**config.mk**
```make
export PLATFORM = sky130hd
export DESIGN_NAME = stereo_bit_packer_top
export DESIGN_NICKNAME = d
export VERILOG_FILES = /design/src/design/sbp_pkg.sv /design/src/design/sbp_lane.sv /design/src/design/sbp_pack.sv /design/src/design/stereo_bit_packer_top.sv
export VERILOG_INCLUDE_DIRS = /design/src /design/src/design
export SDC_FILE = /design/constraint.sdc
export NUM_CORES = 1
export LEC_CHECK = 0
export BUFFER_PORTS_ARGS = -buffer_cell sky130_fd_sc_hd__buf_2
export CORE_ASPECT_RATIO = 1.2
export CORE_UTILIZATION = 38
export DETAILED_ROUTE_END_ITERATION = 12
export HOLD_SLACK_MARGIN = 0.08
export PLACE_DENSITY = 0.57
export SLEW_MARGIN = 15
export SYNTH_ARGS = -nofsm -noshare
export SYNTH_HDL_FRONTEND = slang
export SYNTH_SLANG_ARGS = --single-unit
```
**constraint.sdc**
```tcl
create_clock -name i_clk -period 3.7 [get_ports i_clk]
set_input_delay 0.185 -clock i_clk [delete_from_list [all_inputs] [get_ports i_clk]]
set_output_delay 0.185 -clock i_clk [all_outputs]
set_load 0.02 [all_outputs]
```
**src/design/stereo_bit_packer_top_macros.svh**
```systemverilog
// assertion macros for the stereo bit packer top level
// expects i_clk and i_rst_n in the including scope
`ifndef STEREO_BIT_PACKER_TOP_MACROS_SVH
`define STEREO_BIT_PACKER_TOP_MACROS_SVH

// same-cycle implication, checked out of reset
`define SBP_CHECK_NOW(label, ante, cons, msg) \
    label: assert property (@(posedge i_clk) disable iff (!i_rst_n) \
        (ante) |-> (cons)) else $error(msg);

// next-cycle implication, checked out of reset
`define SBP_CHECK_NEXT(label, ante, cons, msg) \
    label: assert property (@(posedge i_clk) disable iff (!i_rst_n) \
        (ante) |=> (cons)) else $error(msg);

`endif

```
**src/design/sbp_pkg.sv**
```systemverilog
// shared types, constants and helpers of the stereo bit packer
// no dependencies
`default_nettype none

package sbp_pkg;

    localparam int SAMPLE_W  = 16;
    localparam int PAIR_BITS = 2 * SAMPLE_W;
    localparam int KEEP_W    = 5;
    localparam int OUT_W     = 16;
    localparam int CFG_DW    = 32;
    localparam int CFG_AW    = 3;

    typedef logic [KEEP_W-1:0]   t_keep;
    typedef logic [SAMPLE_W-1:0] t_sample;

    // register index, taken from paddr above the byte offset
    typedef enum logic [0:0] {
        REG_SAMPLE_BITS = 1'b0
    } t_reg_idx;

    // pair of lane results handed to the packer
    typedef struct packed {
        t_sample left_bits;
        t_sample right_bits;
        t_keep   keep;
        logic    last;
    } t_pair;

    // out-of-range widths fold to the nearest legal value
    function automatic t_keep clamp_keep(input t_keep v);
        t_keep r;
        if (v == '0) begin
            r = t_keep'(1);
        end else if (v > t_keep'(SAMPLE_W)) begin
            r = t_keep'(SAMPLE_W);
        end else begin
            r = v;
        end
        return r;
    endfunction

endpackage

`default_nettype wire

```
**src/design/sbp_lane.sv**
```systemverilog
// one sample lane: keeps the top bits of a sample, right aligned
// uses sbp_pkg
`default_nettype none

module sbp_lane
    import sbp_pkg::*;
(
    input  wire t_sample i_sample,
    input  wire t_keep   i_keep,
    output t_sample      o_bits
);

    t_keep drop;

    assign drop   = t_keep'(SAMPLE_W) - i_keep;
    assign o_bits = i_sample >> drop;

endmodule

`default_nettype wire

```
**src/design/sbp_pack.sv**
```systemverilog
// merge of the two lanes, bit accumulator and output word register
// uses sbp_pkg
`default_nettype none

module sbp_pack
    import sbp_pkg::*;
#(
    parameter int WORD_BITS = 16,
    parameter int ACC_W     = WORD_BITS + PAIR_BITS,
    parameter int CNT_W     = $clog2(ACC_W)
) (
    input  wire              i_clk,
    input  wire              i_rst_n,
    input  wire t_pair       i_pair,
    input  wire              i_in_valid,
    output logic             o_in_stall,
    output logic [OUT_W-1:0] o_packed_word,
    output logic             o_last_word,
    output logic             o_out_valid,
    input  wire              i_out_stall,
    output logic [CNT_W-1:0] o_fill,
    output logic             o_flushing
);

    localparam logic [CNT_W-1:0] WORD_CNT = CNT_W'(WORD_BITS);

    logic [ACC_W-1:0]     r_acc, n_acc;
    logic [CNT_W-1:0]     r_cnt, n_cnt;
    logic                 r_flush, n_flush;
    logic                 r_out_valid;
    logic [OUT_W-1:0]     r_out_word;
    logic                 r_out_last;

    logic [PAIR_BITS-1:0] merged;
    logic [PAIR_BITS-1:0] aligned;
    logic [5:0]           nbits;
    logic [ACC_W-1:0]     placed;
    logic [ACC_W-1:0]     acc_sh;
    logic [CNT_W-1:0]     cnt_sh;
    logic                 flush_sh;
    logic                 emit;
    logic                 emit_fire;
    logic                 take;
    logic [WORD_BITS-1:0] word;

    // merge: left bits ahead of right bits, then MSB aligned
    assign merged  = ({{SAMPLE_W{1'b0}}, i_pair.left_bits} << i_pair.keep)
                   | {{SAMPLE_W{1'b0}}, i_pair.right_bits};
    assign nbits   = {i_pair.keep, 1'b0};
    assign aligned = merged << (6'(PAIR_BITS) - nbits);

    // a word leaves when full, or when the stream end is being flushed
    assign emit      = r_flush ? (r_cnt != '0) : (r_cnt >= WORD_CNT);
    assign emit_fire = emit && (!r_out_valid || !i_out_stall);
    assign word      = r_acc[ACC_W-1 -: WORD_BITS];

    always_comb begin
        if (emit_fire) begin
            acc_sh = r_acc << WORD_BITS;
            cnt_sh = (r_cnt >= WORD_CNT) ? (r_cnt - WORD_CNT) : '0;
        end else begin
            acc_sh = r_acc;
            cnt_sh = r_cnt;
        end
    end

    assign flush_sh   = r_flush && (cnt_sh != '0);
    assign o_in_stall = flush_sh || (cnt_sh >= WORD_CNT);
    assign take       = i_in_valid && !o_in_stall;
    assign placed     = {aligned, {WORD_BITS{1'b0}}} >> cnt_sh;

    always_comb begin
        n_acc   = acc_sh;
        n_cnt   = cnt_sh;
        n_flush = flush_sh;
        if (take) begin
            n_acc   = acc_sh | placed;
            n_cnt   = cnt_sh + CNT_W'(nbits);
            n_flush = i_pair.last;
        end
    end

    always_ff @(posedge i_clk) begin
        if (!i_rst_n) begin
            r_acc       <= '0;
            r_cnt       <= '0;
            r_flush     <= 1'b0;
            r_out_valid <= 1'b0;
        end else begin
            r_acc   <= n_acc;
            r_cnt   <= n_cnt;
            r_flush <= n_flush;
            if (emit_fire) begin
                r_out_valid <= 1'b1;
            end else if (!i_out_stall) begin
                r_out_valid <= 1'b0;
            end
        end
    end

    always_ff @(posedge i_clk) begin
        if (emit_fire) begin
            r_out_word <= OUT_W'(word);
            r_out_last <= r_flush && (r_cnt <= WORD_CNT);
        end
    end

    assign o_packed_word = r_out_word;
    assign o_last_word   = r_out_last;
    assign o_out_valid   = r_out_valid;
    assign o_fill        = r_cnt;
    assign o_flushing    = r_flush;

endmodule

`default_nettype wire

```
**src/design/stereo_bit_packer_top.sv**
```systemverilog
// stereo bit packer top level: register port, two sample lanes, packer
// uses sbp_pkg, sbp_lane, sbp_pack and stereo_bit_packer_top_macros.svh
//
//  channel | dir | handshake                  | payload
//  --------+-----+----------------------------+-----------------------------------
//  in      | in  | i_in_valid / o_in_stall    | i_left_sample i_right_sample
//          |     |                            | i_last_pair
//  out     | out | o_out_valid / i_out_stall  | o_packed_word o_last_word
//  cfg     | in  | psel penable pwrite pready | paddr pwdata prdata
//
// a pair is taken once fewer than a word of bits is left behind the outgoing word,
// so a new pair can merge in while earlier bits are still being sent out;
// the output register moves one word per cycle while i_out_stall is low
// a last pair holds off the next pair until its padded word is loaded out
// reset (synchronous, active low) empties the accumulator and sets sample_bits to 16
// a stalled output word holds; the next pair still merges behind it
`default_nettype none
`include "stereo_bit_packer_top_macros.svh"

module stereo_bit_packer_top
    import sbp_pkg::*;
#(
    parameter int WORD_BITS = 16
) (
    input  wire                i_clk,
    input  wire                i_rst_n,
    // pair input
    input  wire                i_in_valid,
    output logic               o_in_stall,
    input  wire  [SAMPLE_W-1:0] i_left_sample,
    input  wire  [SAMPLE_W-1:0] i_right_sample,
    input  wire                i_last_pair,
    // word output
    output logic               o_out_valid,
    input  wire                i_out_stall,
    output logic [OUT_W-1:0]   o_packed_word,
    output logic               o_last_word,
    // register port
    input  wire                psel,
    input  wire                penable,
    input  wire                pwrite,
    input  wire  [CFG_AW-1:0]  paddr,
    input  wire  [CFG_DW-1:0]  pwdata,
    output logic [CFG_DW-1:0]  prdata,
    output logic               pready
);

    localparam int ACC_W = WORD_BITS + PAIR_BITS;
    localparam int CNT_W = $clog2(ACC_W);

    t_keep            r_sample_bits;
    t_keep            keep;
    t_reg_idx         reg_idx;
    logic             cfg_write;
    t_sample          left_bits;
    t_sample          right_bits;
    t_pair            pair;
    logic [CNT_W-1:0] fill;
    logic             flushing;

    // register port: single register at byte offset zero, no wait states
    assign pready    = 1'b1;
    assign reg_idx   = t_reg_idx'(paddr[CFG_AW-1]);
    assign cfg_write = psel && penable && pwrite && pready;

    always_ff @(posedge i_clk) begin
        if (!i_rst_n) begin
            r_sample_bits <= t_keep'(SAMPLE_W);
        end else if (cfg_write && (reg_idx == REG_SAMPLE_BITS)) begin
            r_sample_bits <= pwdata[KEEP_W-1:0];
        end
    end

    // unused address bits below the word offset read as the same register
    always_comb begin
        prdata = '0;
        if (reg_idx == REG_SAMPLE_BITS) begin
            prdata = CFG_DW'(r_sample_bits);
        end
    end

    // width actually kept per sample, zero and oversize values folded in
    assign keep = clamp_keep(r_sample_bits);

    // one lane per channel, both trim in the same cycle
    sbp_lane u_lane_left (
        .i_sample (i_left_sample),
        .i_keep   (keep),
        .o_bits   (left_bits)
    );

    sbp_lane u_lane_right (
        .i_sample (i_right_sample),
        .i_keep   (keep),
        .o_bits   (right_bits)
    );

    assign pair.left_bits  = left_bits;
    assign pair.right_bits = right_bits;
    assign pair.keep       = keep;
    assign pair.last       = i_last_pair;

    // merge of both lanes into the stream and word output
    sbp_pack #(
        .WORD_BITS (WORD_BITS)
    ) u_pack (
        .i_clk         (i_clk),
        .i_rst_n       (i_rst_n),
        .i_pair        (pair),
        .i_in_valid    (i_in_valid),
        .o_in_stall    (o_in_stall),
        .o_packed_word (o_packed_word),
        .o_last_word   (o_last_word),
        .o_out_valid   (o_out_valid),
        .i_out_stall   (i_out_stall),
        .o_fill        (fill),
        .o_flushing    (flushing)
    );

    // a pending flush always has bits left to send
    `SBP_CHECK_NOW(a_flush_has_bits, flushing, fill != '0, "flush pending with no bits")
    // fewer than a word of leftover bits and no flush must never hold off a pair
    `SBP_CHECK_NOW(a_no_needless_stall, !flushing && (fill < CNT_W'(WORD_BITS)), !o_in_stall, "pair stalled with room")
    // the accumulator never overflows its storage
    `SBP_CHECK_NOW(a_fill_bound, 1'b1, fill < CNT_W'(ACC_W), "accumulator overflow")
    // after the final word of a stream leaves, any pending flush still has bits to send
    `SBP_CHECK_NEXT(a_last_clears, o_out_valid && o_last_word && !i_out_stall && !$past(flushing), !flushing || (fill != '0), "stream end left state behind")

endmodule

`default_nettype wire
```
---- Word level (Yosys, flattened, before mapping) ----
Index checks and enable logic that the tools add are counted.
operators by class
  shift operators ......................... 5
  multiplexer cells ....................... 12
  reductions and logical operators ........ 15
  equal/unequal tests ..................... 1
  bitwise logic cells ..................... 3
  order comparisons ....................... 4
  add/sub/neg operators ................... 4
operators with widths
  cell                                                             number
  two-way mux 48 bit                                               2
  OR 48 bit                                                        1
  >> shifter 48 x 6 -> 48 bit                                      1
  OR 32 x 16 -> 32 bit                                             1
  left shift 16 x 5 -> 32 bit                                      1
  left shift 32 x 6 -> 32 bit                                      1
  >> shifter 16 x 5 -> 16 bit                                      2
  two-way mux 6 bit                                                3
  two-way mux 5 bit                                                3
  >= comparator 6 x 5 -> 1 bit (second input constant)             2
  nonzero test 6 bit                                               2
  logical AND 1 bit                                                7
  adder 6 bit                                                      1
  less-or-equal comparator 6 x 5 -> 1 bit (second input constant)  1
  subtractor 6 x 5 -> 6 bit (second input constant)                1
  subtractor 6 bit (first input constant)                          1
  > comparator 5 bit (second input constant)                       1
  zero test 5 bit                                                  1
  subtractor 5 bit (first input constant)                          1
  two-way mux 1 bit                                                4
  zero test 1 bit                                                  3
  logical OR 1 bit                                                 2
  != test 2 x 1 -> 1 bit (second input constant)                   1
  inverter 1 bit                                                   1
storage, ports and cells
  output and inout bits ................... 52
  bits of input ports ..................... 75
  word-level logic and storage cells ...... 51
  flip-flop bits (word level) ............. 78

---- Logic depth before layout (Yosys ltp) ----
Gate-level depths: netlist of the first run.
  depth after elaboration ................. 11
  gate-level depth with buffers ........... 20
  gate-level depth less buffers ........... 15

---- By module ----
Synthesis of the first run repeated with hierarchy kept, for this count alone.
unflattened totals
  cells, all modules ...................... 1257
  area, all modules ....................... 9785.6 µm²
by module, submodules not included
  module                 times used  cells each  area each (µm²)  sequential area each (µm²)
  sbp_pack               1           1034        7749.9           1631.6
  sbp_lane               2           79          762.0            0.0
  stereo_bit_packer_top  1           65          511.7            100.1

---- Least setup slack after synthesis of the first run ----
OpenSTA, ideal clock, no wires.
  path kind ............................... flip-flop to flip-flop
  from .................................... register u_pack.r_cnt[0] (netlist: u_pack.o_fill[0])
  to ...................................... register u_pack.r_cnt[5] (netlist: u_pack.o_fill[5])
  buffers on the path ..................... 4
  stages on the path, launching flop included .. 18
  slack ................................... -338 ps
  data arrival time ....................... 3910 ps
  library setup time ...................... 128 ps
  data required time ...................... 3572 ps
  period minus slack after synthesis ...... 4038 ps
  cells stage by stage .................... dfxtp_1 > or4_1 > a211o_1 > nand2_1 > or3_1 > clkbuf_1 > and2_0 > clkbuf_1 > buf_1 > clkbuf_1 > nand2_1 > fa_1 > inv_1 > a21o_1 > a21oi_1 > xnor2_1 > a21oi_1 > nor2_1
on the way
  cells in the longest elaborated chain, start to end .. 10
  elaborated cells on any way between the ends .. 15
  classes of those cells .................. add/sub: 2; order compare: 2; mux: 4; reduce/logical: 7
RTL lines
  item                                                                                  line                            text
  start, declared                                                                       sbp_pack.sv:28                  logic [CNT_W-1:0] r_cnt, n_cnt;
  start signal, assigned                                                                sbp_pack.sv:91                  r_cnt <= n_cnt;
  >= comparator 6 x 5 -> 1 bit / nonzero test 6 bit (equally long branches)             sbp_pack.sv:53, sbp_pack.sv:60
  two-way mux 1 bit                                                                     sbp_pack.sv:53                  assign emit = r_flush ? (r_cnt != '0) : (r_cnt >= WORD_CNT);
  logical AND 1 bit                                                                     sbp_pack.sv:54                  assign emit_fire = emit && (!r_out_valid || !i_out_stall);
  two-way mux 6 bit (*)                                                                 sbp_pack.sv:58                  if (emit_fire) begin
  parallel branches: the longest is 5 deep, another holds >= comparator 6 x 5 -> 1 bit  n/a
  two-way mux 6 bit (*)                                                                 sbp_pack.sv:76                  if (take) begin
Every way passes the cells marked *.
A chain may end at the register's enable or synchronous reset.

---- Worst setup path in the final report of the first run ----
  from .................................... register r_sample_bits[3]
  to ...................................... register u_pack.r_acc[23]
on the way
  cells in the longest elaborated chain, start to end .. 11
  elaborated cells on any way between the ends .. 14
  classes of those cells .................. add/sub: 2; order compare: 1; shift: 5; mux: 3; bitwise: 2; reduce/logical: 1
RTL lines
  item                             line                         text
  start, declared                  stereo_bit_packer_top.sv:51  t_keep r_sample_bits;
  start signal, assigned           stereo_bit_packer_top.sv:68  r_sample_bits <= t_keep'(SAMPLE_W);
  start signal, assigned           stereo_bit_packer_top.sv:70  r_sample_bits <= pwdata[KEEP_W-1:0];
  > comparator 5 bit               sbp_pkg.sv:35                end else if (v > t_keep'(SAMPLE_W)) begin
  two-way mux 5 bit                sbp_pkg.sv:35
  two-way mux 5 bit (*)            sbp_pkg.sv:33                if (v == '0) begin
  subtractor 5 bit                 sbp_lane.sv:15               assign drop = t_keep'(SAMPLE_W) - i_keep;
  >> shifter 16 x 5 -> 16 bit      sbp_lane.sv:16               assign o_bits = i_sample >> drop;
  left shift 16 x 5 -> 32 bit      sbp_pack.sv:47               assign merged = ({{SAMPLE_W{1'b0}}, i_pair.left_bits} << i_pair.keep)
  OR 32 x 16 -> 32 bit             sbp_pack.sv:48               | {{SAMPLE_W{1'b0}}, i_pair.right_bits};
  left shift 32 x 6 -> 32 bit (*)  sbp_pack.sv:50               assign aligned = merged << (6'(PAIR_BITS) - nbits);
  >> shifter 48 x 6 -> 48 bit (*)  sbp_pack.sv:70               assign placed = {aligned, {WORD_BITS{1'b0}}} >> cnt_sh;
  OR 48 bit (*)                    sbp_pack.sv:77               n_acc = acc_sh | placed;
  two-way mux 48 bit (*)           sbp_pack.sv:76
  end signal, assigned             sbp_pack.sv:90               r_acc <= n_acc;
  end, declared                    sbp_pack.sv:27               logic [ACC_W-1:0] r_acc, n_acc;
Mark *: on every way between the ends. The rest lies on a longest branch, timed or not.

==> reports/results.tsv, run 1 <==
stage	metric	value	unit
setup_path	crit_start	r_sample_bits[3]$_SDFFE_PN0P_	
sta	fin_crit_sh	1.16	
global_route	grt_max_degree	49	
clock_tree	cts_sinks	78	
logic_synthesis	synth_cell_types	115	
power	peakVddDrop	0.185	mV
power	p_leak	6.87	nW
drt	drt_first_pass_iters	5	
drt	drt-total-wl	59400	um
sta	finalHoldViolCount	0	
setup_path	cp-end-kind	flip-flop	
drt	vias	14100	
setup_path	crit_fanout	6	
layout	layout_common_cells	455 x buf_4, 178 x nand2_1, 145 x nor2_1, 69 x buf_2, 67 x a21oi_1	
power	power_density	213	mW/mm2
placed_design	place.detailed.hpwl	46000	um
placed_design	postPlaceCellArea	0.0135	mm2
layout	final_area	0.0164	mm2
sta	fmax	0.232	GHz
logic_synthesis	synth-seq-cells	78	
drt	drc	0	
status	outcome	finished with violations	
clock_tree	clock_latency	0.36	ns
status	violations	negative setup slack	
setup_path	required	3.92	ns
logic_synthesis	synthArstFlopShare	0	
logic_synthesis	yosys.area.top_type	dfxtp_1	
die	dieArea	0.0265	mm2
setup_path	worst_setup_path_start_kind	flip-flop	
placed_design	gp_congestion	1.06	
logic_synthesis	synth_top_area_frac	0.124	
clock_tree	cts_tree	built	
flow_run	drv_cap	0	
clock_tree	h-tree-depth	3	
sta	fin_hold_ws	0.0854	ns
setup_path	worstPathArrival	4.52	ns
clock_tree	cts_buffer_depth	2	
placed_design	io_buffers	69	
sta	setup_violations	41	
logic_synthesis	synth_area	0.00983	mm2
logic_synthesis	ys.warnings.count	0	
setup_path	reg2reg_from	r_sample_bits[3]$_SDFFE_PN0P_	
logic_synthesis	synth-main-ff-cell	dfxtp_1	
layout	drive_gt1_frac	0.489	
drt	ant_nets	0	
setup_path	critPathCapture	u_pack.r_acc[23]$_SDFF_PN0_	
die	die_w	149	um
global_route	grt.total_usage	0.443	
global_route	antenna_found_initial	0	
setup_path	rrSetupSlack	-0.60	ns
drt	top_layer	met4	
drt	drt-vias-per-instance	6.33	
sta	fin_skew	0.0125	ns
setup_path	reg2reg_to	u_pack.r_acc[23]$_SDFF_PN0_	
clock_tree	numCtsBuffers	9	
layout	area_growth	66.7	%
die	start_util	0.386	
drt	wl_met3	3820	um
layout	fillerInstances	2282	
logic_synthesis	synth-edff-count	17	
layout	mostFrequentLayoutCell	buf_4	
layout	antenna_cells	0	
drt	wl_met2	28200	um
setup_path	critical_path_class	flip-flop to flip-flop	
die	core.rowCount	64	
placed_design	placed_cells	2124	
setup_path	rr_worst_depth	20	
sta	worst_slack	-0.601	ns
sta	grt_setup_unrepaired	yes	
sta	period_needed	4.30	ns
die	io_pins	127	
logic_synthesis	syn_avg_cell_area	7.04	um2
drt	drt-initial-drc-count	1158	
sta	tightest_slew	0.710	ns
logic_synthesis	synth-seq-area-share	0.176	
die	core	0.0255	mm2
global_route	grt_pass1_wl	86600	um
logic_synthesis	syn-instance-count	1396	
global_route	grt_pass1_vias	13900	
sta	drv_slew	0	
logic_synthesis	synthTopCellsByArea	dfxtp_1 12%, nand2_1 7.3%, nor2_1 6.2%	
sta	setup_tns	-16.32	ns
layout	nNetsFinal	1963	
drt	routedWlPerCell	26.8	um
clock_tree	clk_pin_slew	0.07	ns
drt	met1_length	21000	um
die	die_h	178	um
sta	maxSlewHeadroom	0.525	
layout	finalNonFillerCells	2219	
hold_path	hp-class	input port to flip-flop	
global_route	gr-total-overflow	0	
clock_tree	clockRootBuffer	clkbuf_16	
[final cells by class]
| type | instances | area, um2 | area share |
|---|---|---|---|
| clock buffer | 11 | 254 | 0.0155 |
| clock inverter | 5 | 40.0 | 0.00244 |
| tap | 330 | 413 | 0.0252 |
| sequential | 78 | 1750 | 0.107 |
| multi-input combinational | 1172 | 9030 | 0.551 |
| inverter | 28 | 105 | 0.00641 |
| timing repair buffer | 595 | 4800 | 0.293 |
[per-layer routing]
| metal | vias to the layer above | global-route usage |
|---|---|---|
| met4 | 0 | 0.420 |
| met1 | 6710 | 0.457 |
| li1 | 6218 | - |
| met3 | 333 | 0.0731 |
| met2 | 792 | 0.764 |
| met5 | - | 0 |
[synth_stat cells, types with 7 or more instances]
master and count:
nor2_1 163, or3_1 7, nor4_1 8, nand2_1 191
o31ai_1 12, and2_1 18, o22ai_1 23, mux2_2 8
nand3_1 31, a22o_1 8, o21ai_1 13, buf_1 12
a21oi_1 97, a211oi_2 8, a221o_1 8, a31oi_1 25
a21o_1 11, a221oi_1 11, nor3_1 37, clkbuf_1 62
mux2i_1 49, edfxtp_1 17, o211a_1 7, o211ai_1 53
buf_2 24, o21ai_0 81, inv_1 25, a211oi_1 39
nand4_1 7, buf_4 41, nand2b_1 14, dfxtp_1 61
a22oi_1 21, o221ai_1 21, and3_1 7, a211o_1 7
[where the power goes]
| part | internal (mW) | leakage (nW) | switching [mW] |
|---|---|---|---|
| clock network | 0.500 | 0.145 | 0.399 |
| logic | 0.700 | 6.06 | 0.901 |
| registers | 0.946 | 0.666 | 0.0425 |
[critical path, cell delays in order, from the launching register on]
cell and delay [ns]:
dfxtp_4 0.37, buf_6 0.12, nor4b_4 0.13, buf_4 0.15, nor3_4 0.22, buf_12 0.17
a311oi_4 0.05, o41ai_4 0.44, a21oi_2 0.12, a221o_2 0.51, a31oi_4 0.26, buf_6 0.12
a22oi_2 0.09, buf_4 0.17, a221oi_2 0.24, o21ai_2 0.12, a211oi_2 0.24, buf_4 0.23
nor3_2 0.08, a21oi_4 0.17, o221ai_2 0.12
[how the worst min path moves through the flow]
| stage | startpoint | to | slack (ns) | cells past startpoint |
|---|---|---|---|---|
| floorplan | i_last_pair | u_pack.o_flushing$_SDFF_PN0_ | 0.33 | 2 |
| global placement | u_pack.r_acc[33]$_SDFF_PN0_ | u_pack.o_packed_word[1]$_DFFE_PP_ | 0.41 | 0 |
| detailed placement | u_pack.r_acc[44]$_SDFF_PN0_ | u_pack.o_packed_word[12]$_DFFE_PP_ | 0.41 | 0 |
| CTS | pwdata[4] | r_sample_bits[4]$_SDFFE_PN1P_ | 0.09 | 3 |
| global route | pwdata[0] | r_sample_bits[0]$_SDFFE_PN0P_ | 0.13 | 3 |
| finish | pwdata[4] | r_sample_bits[4]$_SDFFE_PN1P_ | 0.09 | 3 |
[registers in the layout (all words and copies together), names as in the netlist]
| signal | count |
|---|---|
| u_pack.r_acc | 48 |
| u_pack.o_packed_word | 16 |
| u_pack.o_fill | 6 |
| r_sample_bits | 5 |
| u_pack.o_flushing | 1 |
| u_pack.o_last_word | 1 |
| u_pack.o_out_valid | 1 |
[per-stage QoR]
stage               power (mW)   util  setup slack [ns]
global route              3.62  0.644            -0.710
finish                    3.49  0.644            -0.601
detailed placement        2.25  0.529            -0.889
global placement          2.25  0.529            -0.935
floorplan                 1.66      -          -0.00919
CTS                       3.33  0.605            -0.441
[cell families (layout without fill, tap and decap cells)]
kind of cell             count (synthesis)  count (layout)  share of synthesized area
flip-flops                              78              78                      0.176
buffers and inverters                  172             639                     0.0886
AO/OA/AOI/OAI                          548             548                      0.412
AND/OR/NAND/NOR                        526             526                      0.247
XOR/XNOR                                 5               5                    0.00445
other                                    2              28                   0.000764
adder cells (fa/ha/maj)                  5               5                    0.00687
multiplexers                            60              60                     0.0650
[timing repair]
item	4_1_cts	5_1_grt
pin swaps	98	61
gates cloned	2	0
hold buffers	4	0
gates resized for setup	272	147
endpoints found under the hold margin	4	0
setup buffers	49	33
setup endpoints to repair	44	44
Power figures use the tool's default switching activity.
==> run 2, diff against run 1 <==
PLACE_DENSITY = unset   (was 0.57)
PLACE_DENSITY_LB_ADDON = 0.3   (was unset)
clock period = 5.3 ns   (was 3.7 ns; I/O delays follow)
==> run 2 against run 1 <==
Net effect: combinational power shrank 51%; sequential power down 30%; non-clock buffer count fell by 332; critical endpoint is now u_pack.r_acc[31]$_SDFF_PN0_; the flow now finishes without violations; maximum frequency is 16% lower.
==> reports/results.tsv, run 2 (synthesized netlist as in run 1, its figures left out) <==
stage	metric	value	unit
setup_path	path_cells	a21oi_4 -> o21ai_4 -> buf_12 -> mux2i_1 -> nor2_1 -> a211oi_1 -> buf_4 -> a22oi_4 -> a31oi_2 -> a21oi_1 -> buf_4 -> buf_4 -> a2111oi_2 -> o21ai_1 -> a211oi_4 -> nor3_1 -> a21oi_1 -> o221ai_1	
layout	seqCellArea	0.00174	mm2
die	core	0.0255	mm2
clock_tree	cts_sinks	78	
placed_design	io_buffers	69	
layout	fillerInstances	2718	
sta	fin_skew	0.0119	ns
global_route	grt_pass1_wl	76800	um
placed_design	postPlaceCellArea	0.0114	mm2
sta	setup_violations	0	
layout	top_register	u_pack.r_acc	
setup_path	cp-end-kind	flip-flop	
clock_tree	clk_pin_slew	0.07	ns
drt	vias	12500	
setup_path	critical_path_class	flip-flop to flip-flop	
setup_path	path_buf_inv	4	
layout	final_area	0.0117	mm2
layout	layout_common_cells	191 x nand2_1, 191 x buf_4, 163 x nor2_1, 97 x a21oi_1, 81 x o21ai_0	
sta	drv_slew	0	
drt	drt-total-wl	51500	um
drt	drt-vias-per-instance	6.60	
global_route	grt_pass1_vias	11900	
setup_path	worstPathArrival	5.32	ns
setup_path	cp_slowest_stage_delay	0.82	ns
sta	fmax	0.195	GHz
die	start_util	0.386	
clock_tree	cts_setup_buffers	0	
layout	antenna_cells	0	
sta	tightest_slew	1.13	ns
clock_tree	clockRootBuffer	clkbuf_16	
drt	drt_first_pass_iters	5	
setup_path	cp_common_cell	buf_4	
setup_path	crit_family	compound AO/OA/AOI/OAI gates	
clock_tree	numCtsBuffers	9	
setup_path	worst_setup_path_start_kind	flip-flop	
placed_design	place.detailed.hpwl	40300	um
setup_path	crit_fanout	27	
drt	routedWlPerCell	27.3	um
setup_path	required	5.49	ns
global_route	grt_max_degree	42	
sta	maxSlewHeadroom	0.242	
layout	largest_register_ffs	48	
drt	ant_nets	0	
sta	fin_crit_sh	0.969	
die	dieArea	0.0265	mm2
hold_path	hp-class	input port to flip-flop	
sta	finalHoldViolCount	0	
die	die_w	149	um
flow_run	drv_cap	0	
clock_tree	h-tree-depth	3	
clock_tree	cts_tree	built	
sta	setup_tns	0	ns
global_route	gr-total-overflow	0	
die	core.rowCount	64	
die	io_pins	127	
drt	drt-initial-drc-count	1107	
clock_tree	cts_buffer_depth	2	
clock_tree	clock_latency	0.35	ns
layout	drive_gt1_frac	0.232	
sta	period_needed	5.13	ns
global_route	antenna_found_initial	0	
drt	drc	0	
power	power_density	176	mW/mm2
layout	area_growth	19.3	%
die	die_h	178	um
layout	multi_input_area	0.00735	mm2
global_route	grt.total_usage	0.392	
setup_path	rrSetupSlack	0.17	ns
status	outcome	complete, no violations	
placed_design	gp_congestion	1.03	
sta	grt_setup_unrepaired	no	
power	p_leak	4.80	nW
power	peakVddDrop	0.142	mV
layout	nNetsFinal	1631	
setup_path	slowest_stage	dfxtp_2	
[run 2: path summary, 6_finish.rpt]
kind | end | cells past startpoint | from
worst max register to register | u_pack.r_acc[31]$_SDFF_PN0_ | 18 | r_sample_bits[4]$_SDFFE_PN1P_
worst min-delay path | r_sample_bits[0]$_SDFFE_PN0P_ | 3 | pwdata[0]
worst max-delay path | u_pack.r_acc[31]$_SDFF_PN0_ | 18 | r_sample_bits[4]$_SDFFE_PN1P_
worst min register to register | u_pack.o_packed_word[7]$_DFFE_PP_ | 0 | u_pack.r_acc[39]$_SDFF_PN0_
[run 2: what timing repair did]
item | in CTS | in global routing
hold buffers | 0 | 0
resized for setup | 0 | 3
setup endpoints to repair | 0 | 3
[run 2: metrics by stage]
stage               setup slack, ns  cells  power, mW   util  hold WS (ns)
CTS                           0.246   1887       2.06  0.460         0.143
finish                        0.165   1887       2.07  0.460         0.149
floorplan                      1.26   1422       1.16      -         0.405
detailed placement            0.274   1871       1.46  0.449         0.418
global route                 0.0152   1887       2.15  0.460         0.171
global placement             0.0576   1871       1.46  0.449         0.414
[run 2: layout make-up]
type / instances / area share
tap: 330 / 0.0352
multi-input combinational: 1172 / 0.627
clock inverter: 7 / 0.00469
clock buffer: 9 / 0.0192
timing repair buffer: 263 / 0.157
inverter: 28 / 0.00896
sequential: 78 / 0.148
[run 2: where the power goes]
group	internal, mW	total, mW	leakage, nW	switching, mW
registers	0.663	0.692	0.664	0.0296
logic	0.286	0.778	4.01	0.492
clock network	0.322	0.598	0.133	0.276
total	1.27	2.07	4.80	0.798
[run 2: tightest hold or removal path, stage by stage]
cell and delay (ns):
buf_2 0.07, mux2i_1 0.05, nor2_1 0.07
[run 2: per-layer routing]
metal	vias to the layer above	global-route usage	part of all wire
li1	5560	-	-
met1	5850	0.440	0.37
met2	780	0.657	0.46
met3	267	0.0540	0.071
met4	0	0.331	0.098
met5	-	0	0
==> run 3, diff against run 2 <==
PLACE_DENSITY = 0.6   (was unset)
PLACE_DENSITY_LB_ADDON = unset   (was 0.3)
==> run 3 against run 2 <==
Net effect: highest routed layer unchanged; core utilization decreased by 1.8 points; largest power group unchanged; critical path depth is 3 lower; register-to-register slack worse by 0.05 ns; setup slack lost 0.054 ns; count of clock-buffer cells in the layout increased by 1; die area unchanged; global-route usage shrank 1.5 points.
==> reports/results.tsv, run 3 (synthesized netlist as in run 1, its figures left out) <==
stage	metric	value	unit
sta	setup_violations	0	
clock_tree	clockRootBuffer	clkbuf_16	
clock_tree	numCtsBuffers	9	
die	dieArea	0.0265	mm2
setup_path	cp_slowest_stage_delay	0.66	ns
placed_design	placed_cells	1803	
global_route	grt_pass1_wl	73700	um
global_route	grt.total_usage	0.377	
sta	fin_crit_sh	0.979	
clock_tree	h-tree-depth	3	
die	io_pins	127	
placed_design	gp_congestion	1.06	
layout	fillerInstances	2743	
clock_tree	clock_latency	0.36	ns
drt	drc	0	
sta	finalHoldViolCount	0	
global_route	antenna_found_initial	0	
power	power_density	186	mW/mm2
setup_path	cp_common_cell	nor2_1	
setup_path	worst_setup_path_start_kind	flip-flop	
layout	area_growth	14.6	%
layout	mostFrequentLayoutCell	nand2_1	
layout	largest_register_ffs	48	
die	core.rowCount	64	
global_route	gr-total-overflow	0	
setup_path	path_cells	or3_1 -> a21oi_4 -> buf_4 -> o21ai_0 -> a221oi_1 -> nor3_1 -> o32a_1 -> o21ai_1 -> nor2_1 -> nor2_1 -> a211oi_4 -> a21oi_1 -> a211oi_2 -> o32ai_1 -> o41ai_2	
layout	drive_gt1_frac	0.195	
sta	setup_tns	0	ns
power	p_leak	4.51	nW
setup_path	critPathCapture	u_pack.r_acc[24]$_SDFF_PN0_	
flow_run	drv_cap	0	
setup_path	path_buf_inv	1	
layout	nNetsFinal	1564	
die	start_util	0.386	
setup_path	worstPathArrival	5.44	ns
drt	drt-total-wl	50000	um
power	peakVddDrop	0.134	mV
drt	drt-initial-drc-count	1248	
drt	ant_nets	0	
sta	period_needed	5.19	ns
global_route	grt_max_degree	50	
drt	drt_first_pass_iters	8	
drt	vias	12200	
drt	drt-vias-per-instance	6.70	
clock_tree	clk_pin_slew	0.07	ns
clock_tree	cts_setup_buffers	0	
setup_path	required	5.55	ns
setup_path	crit_family	compound AO/OA/AOI/OAI gates	
sta	maxSlewHeadroom	0.293	
layout	top_register	u_pack.r_acc	
clock_tree	cts_buffer_depth	2	
global_route	grt_pass1_vias	11500	
layout	layout_common_cells	191 x nand2_1, 163 x nor2_1, 122 x buf_4, 97 x a21oi_1, 81 x o21ai_0	
setup_path	slowest_stage	dfxtp_2	
sta	fin_skew	0.0156	ns
layout	antenna_cells	0	
clock_tree	cts_tree	built	
die	die_h	178	um
setup_path	reg2reg_from	r_sample_bits[1]$_SDFFE_PN0P_	
die	die_w	149	um
sta	fmax	0.193	GHz
status	outcome	complete, no violations	
drt	routedWlPerCell	27.5	um
layout	finalNonFillerCells	1820	
setup_path	rr_worst_depth	15	
setup_path	critical_path_class	flip-flop to flip-flop	
placed_design	io_buffers	69	
hold_path	hp-class	input port to flip-flop	
setup_path	reg2reg_to	u_pack.r_acc[24]$_SDFF_PN0_	
clock_tree	cts_sinks	78	
die	core	0.0255	mm2
sta	tightest_slew	1.05	ns
setup_path	cp-end-kind	flip-flop	
setup_path	crit_fanout	18	
layout	final_area	0.0113	mm2
sta	drv_slew	0	
setup_path	critical_path_depth	15	
placed_design	place.detailed.hpwl	38600	um
power	power.total	2.10	mW
setup_path	rrSetupSlack	0.11	ns
setup_path	crit_start	r_sample_bits[1]$_SDFFE_PN0P_	
sta	grt_setup_unrepaired	no	
placed_design	postPlaceCellArea	0.0109	mm2
-- run 3: cell count changes in the layout (fill, tap and decap cells not counted) --
cell,before,now
a211oi_1,38,39
a211oi_4,3,2
buf_12,3,4
buf_4,191,122
bufinv_16,0,2
clkbuf_8,0,1
clkinvlp_4,2,0
dfxtp_1,57,58
dfxtp_2,4,3
inv_6,3,2
nor3b_1,3,4
nor3b_2,1,0
o21ai_2,0,1
-- run 3: layer usage --
metal,GRT usage,vias up,part of all wire
met1,0.427,5720,0.36
li1,-,5423,-
met4,0.333,0,0.095
met3,0.0524,253,0.078
met5,0,-,0
met2,0.620,789,0.46
-- run 3: cell type report --
type                    instances  area [um2]  area share
flip-flops and latches         78        1740       0.154
clock inverters                 6        91.3     0.00811
well taps                     330         413      0.0366
multi-input cells            1173        7340       0.652
clock buffers                  10         239      0.0212
repair buffers                195        1340       0.119
inverters                      28         105     0.00933
-- run 3: report_power, final --
part / internal [mW] / leakage [nW] / switching, mW / total, mW
Clock: 0.429 / 0.163 / 0.261 / 0.689
Sequential: 0.663 / 0.664 / 0.0265 / 0.689
Combinational: 0.245 / 3.68 / 0.477 / 0.722
-- run 3: how the worst min path moves through the flow --
| stage | from | endpoint | slack (ns) | cells after the start |
|---|---|---|---|---|
| after floorplan | i_last_pair | u_pack.o_flushing$_SDFF_PN0_ | 0.41 | 2 |
| after CTS | i_last_pair | u_pack.o_flushing$_SDFF_PN0_ | 0.13 | 3 |
| after global placement | u_pack.r_acc[33]$_SDFF_PN0_ | u_pack.o_packed_word[1]$_DFFE_PP_ | 0.41 | 0 |
| final | i_last_pair | u_pack.o_flushing$_SDFF_PN0_ | 0.14 | 3 |
| after detailed placement | u_pack.r_acc[38]$_SDFF_PN0_ | u_pack.o_packed_word[6]$_DFFE_PP_ | 0.42 | 0 |
| after global routing | i_last_pair | u_pack.o_flushing$_SDFF_PN0_ | 0.15 | 3 |
-- run 3: through the flow --
stage                     setup slack [ns]  utilization  hold slack, ns
after global routing                0.0115        0.443           0.145
after floorplan                       1.26            -           0.405
after global placement               0.402        0.429           0.413
after detailed placement             0.352        0.429           0.418
after CTS                            0.304        0.442           0.133
final                                0.112        0.443           0.144
-- run 3: repair_timing --
action,in CTS,in global routing
endpoints found under the setup margin,0,1
gates resized for setup,0,0
hold buffers,0,0
-- run 3: tightest hold or removal path, delay by kind of cell --
kind            cells  cell delay (ns)
compound gates      1             0.05
simple gates        1             0.04
buf+inv             1             0.10
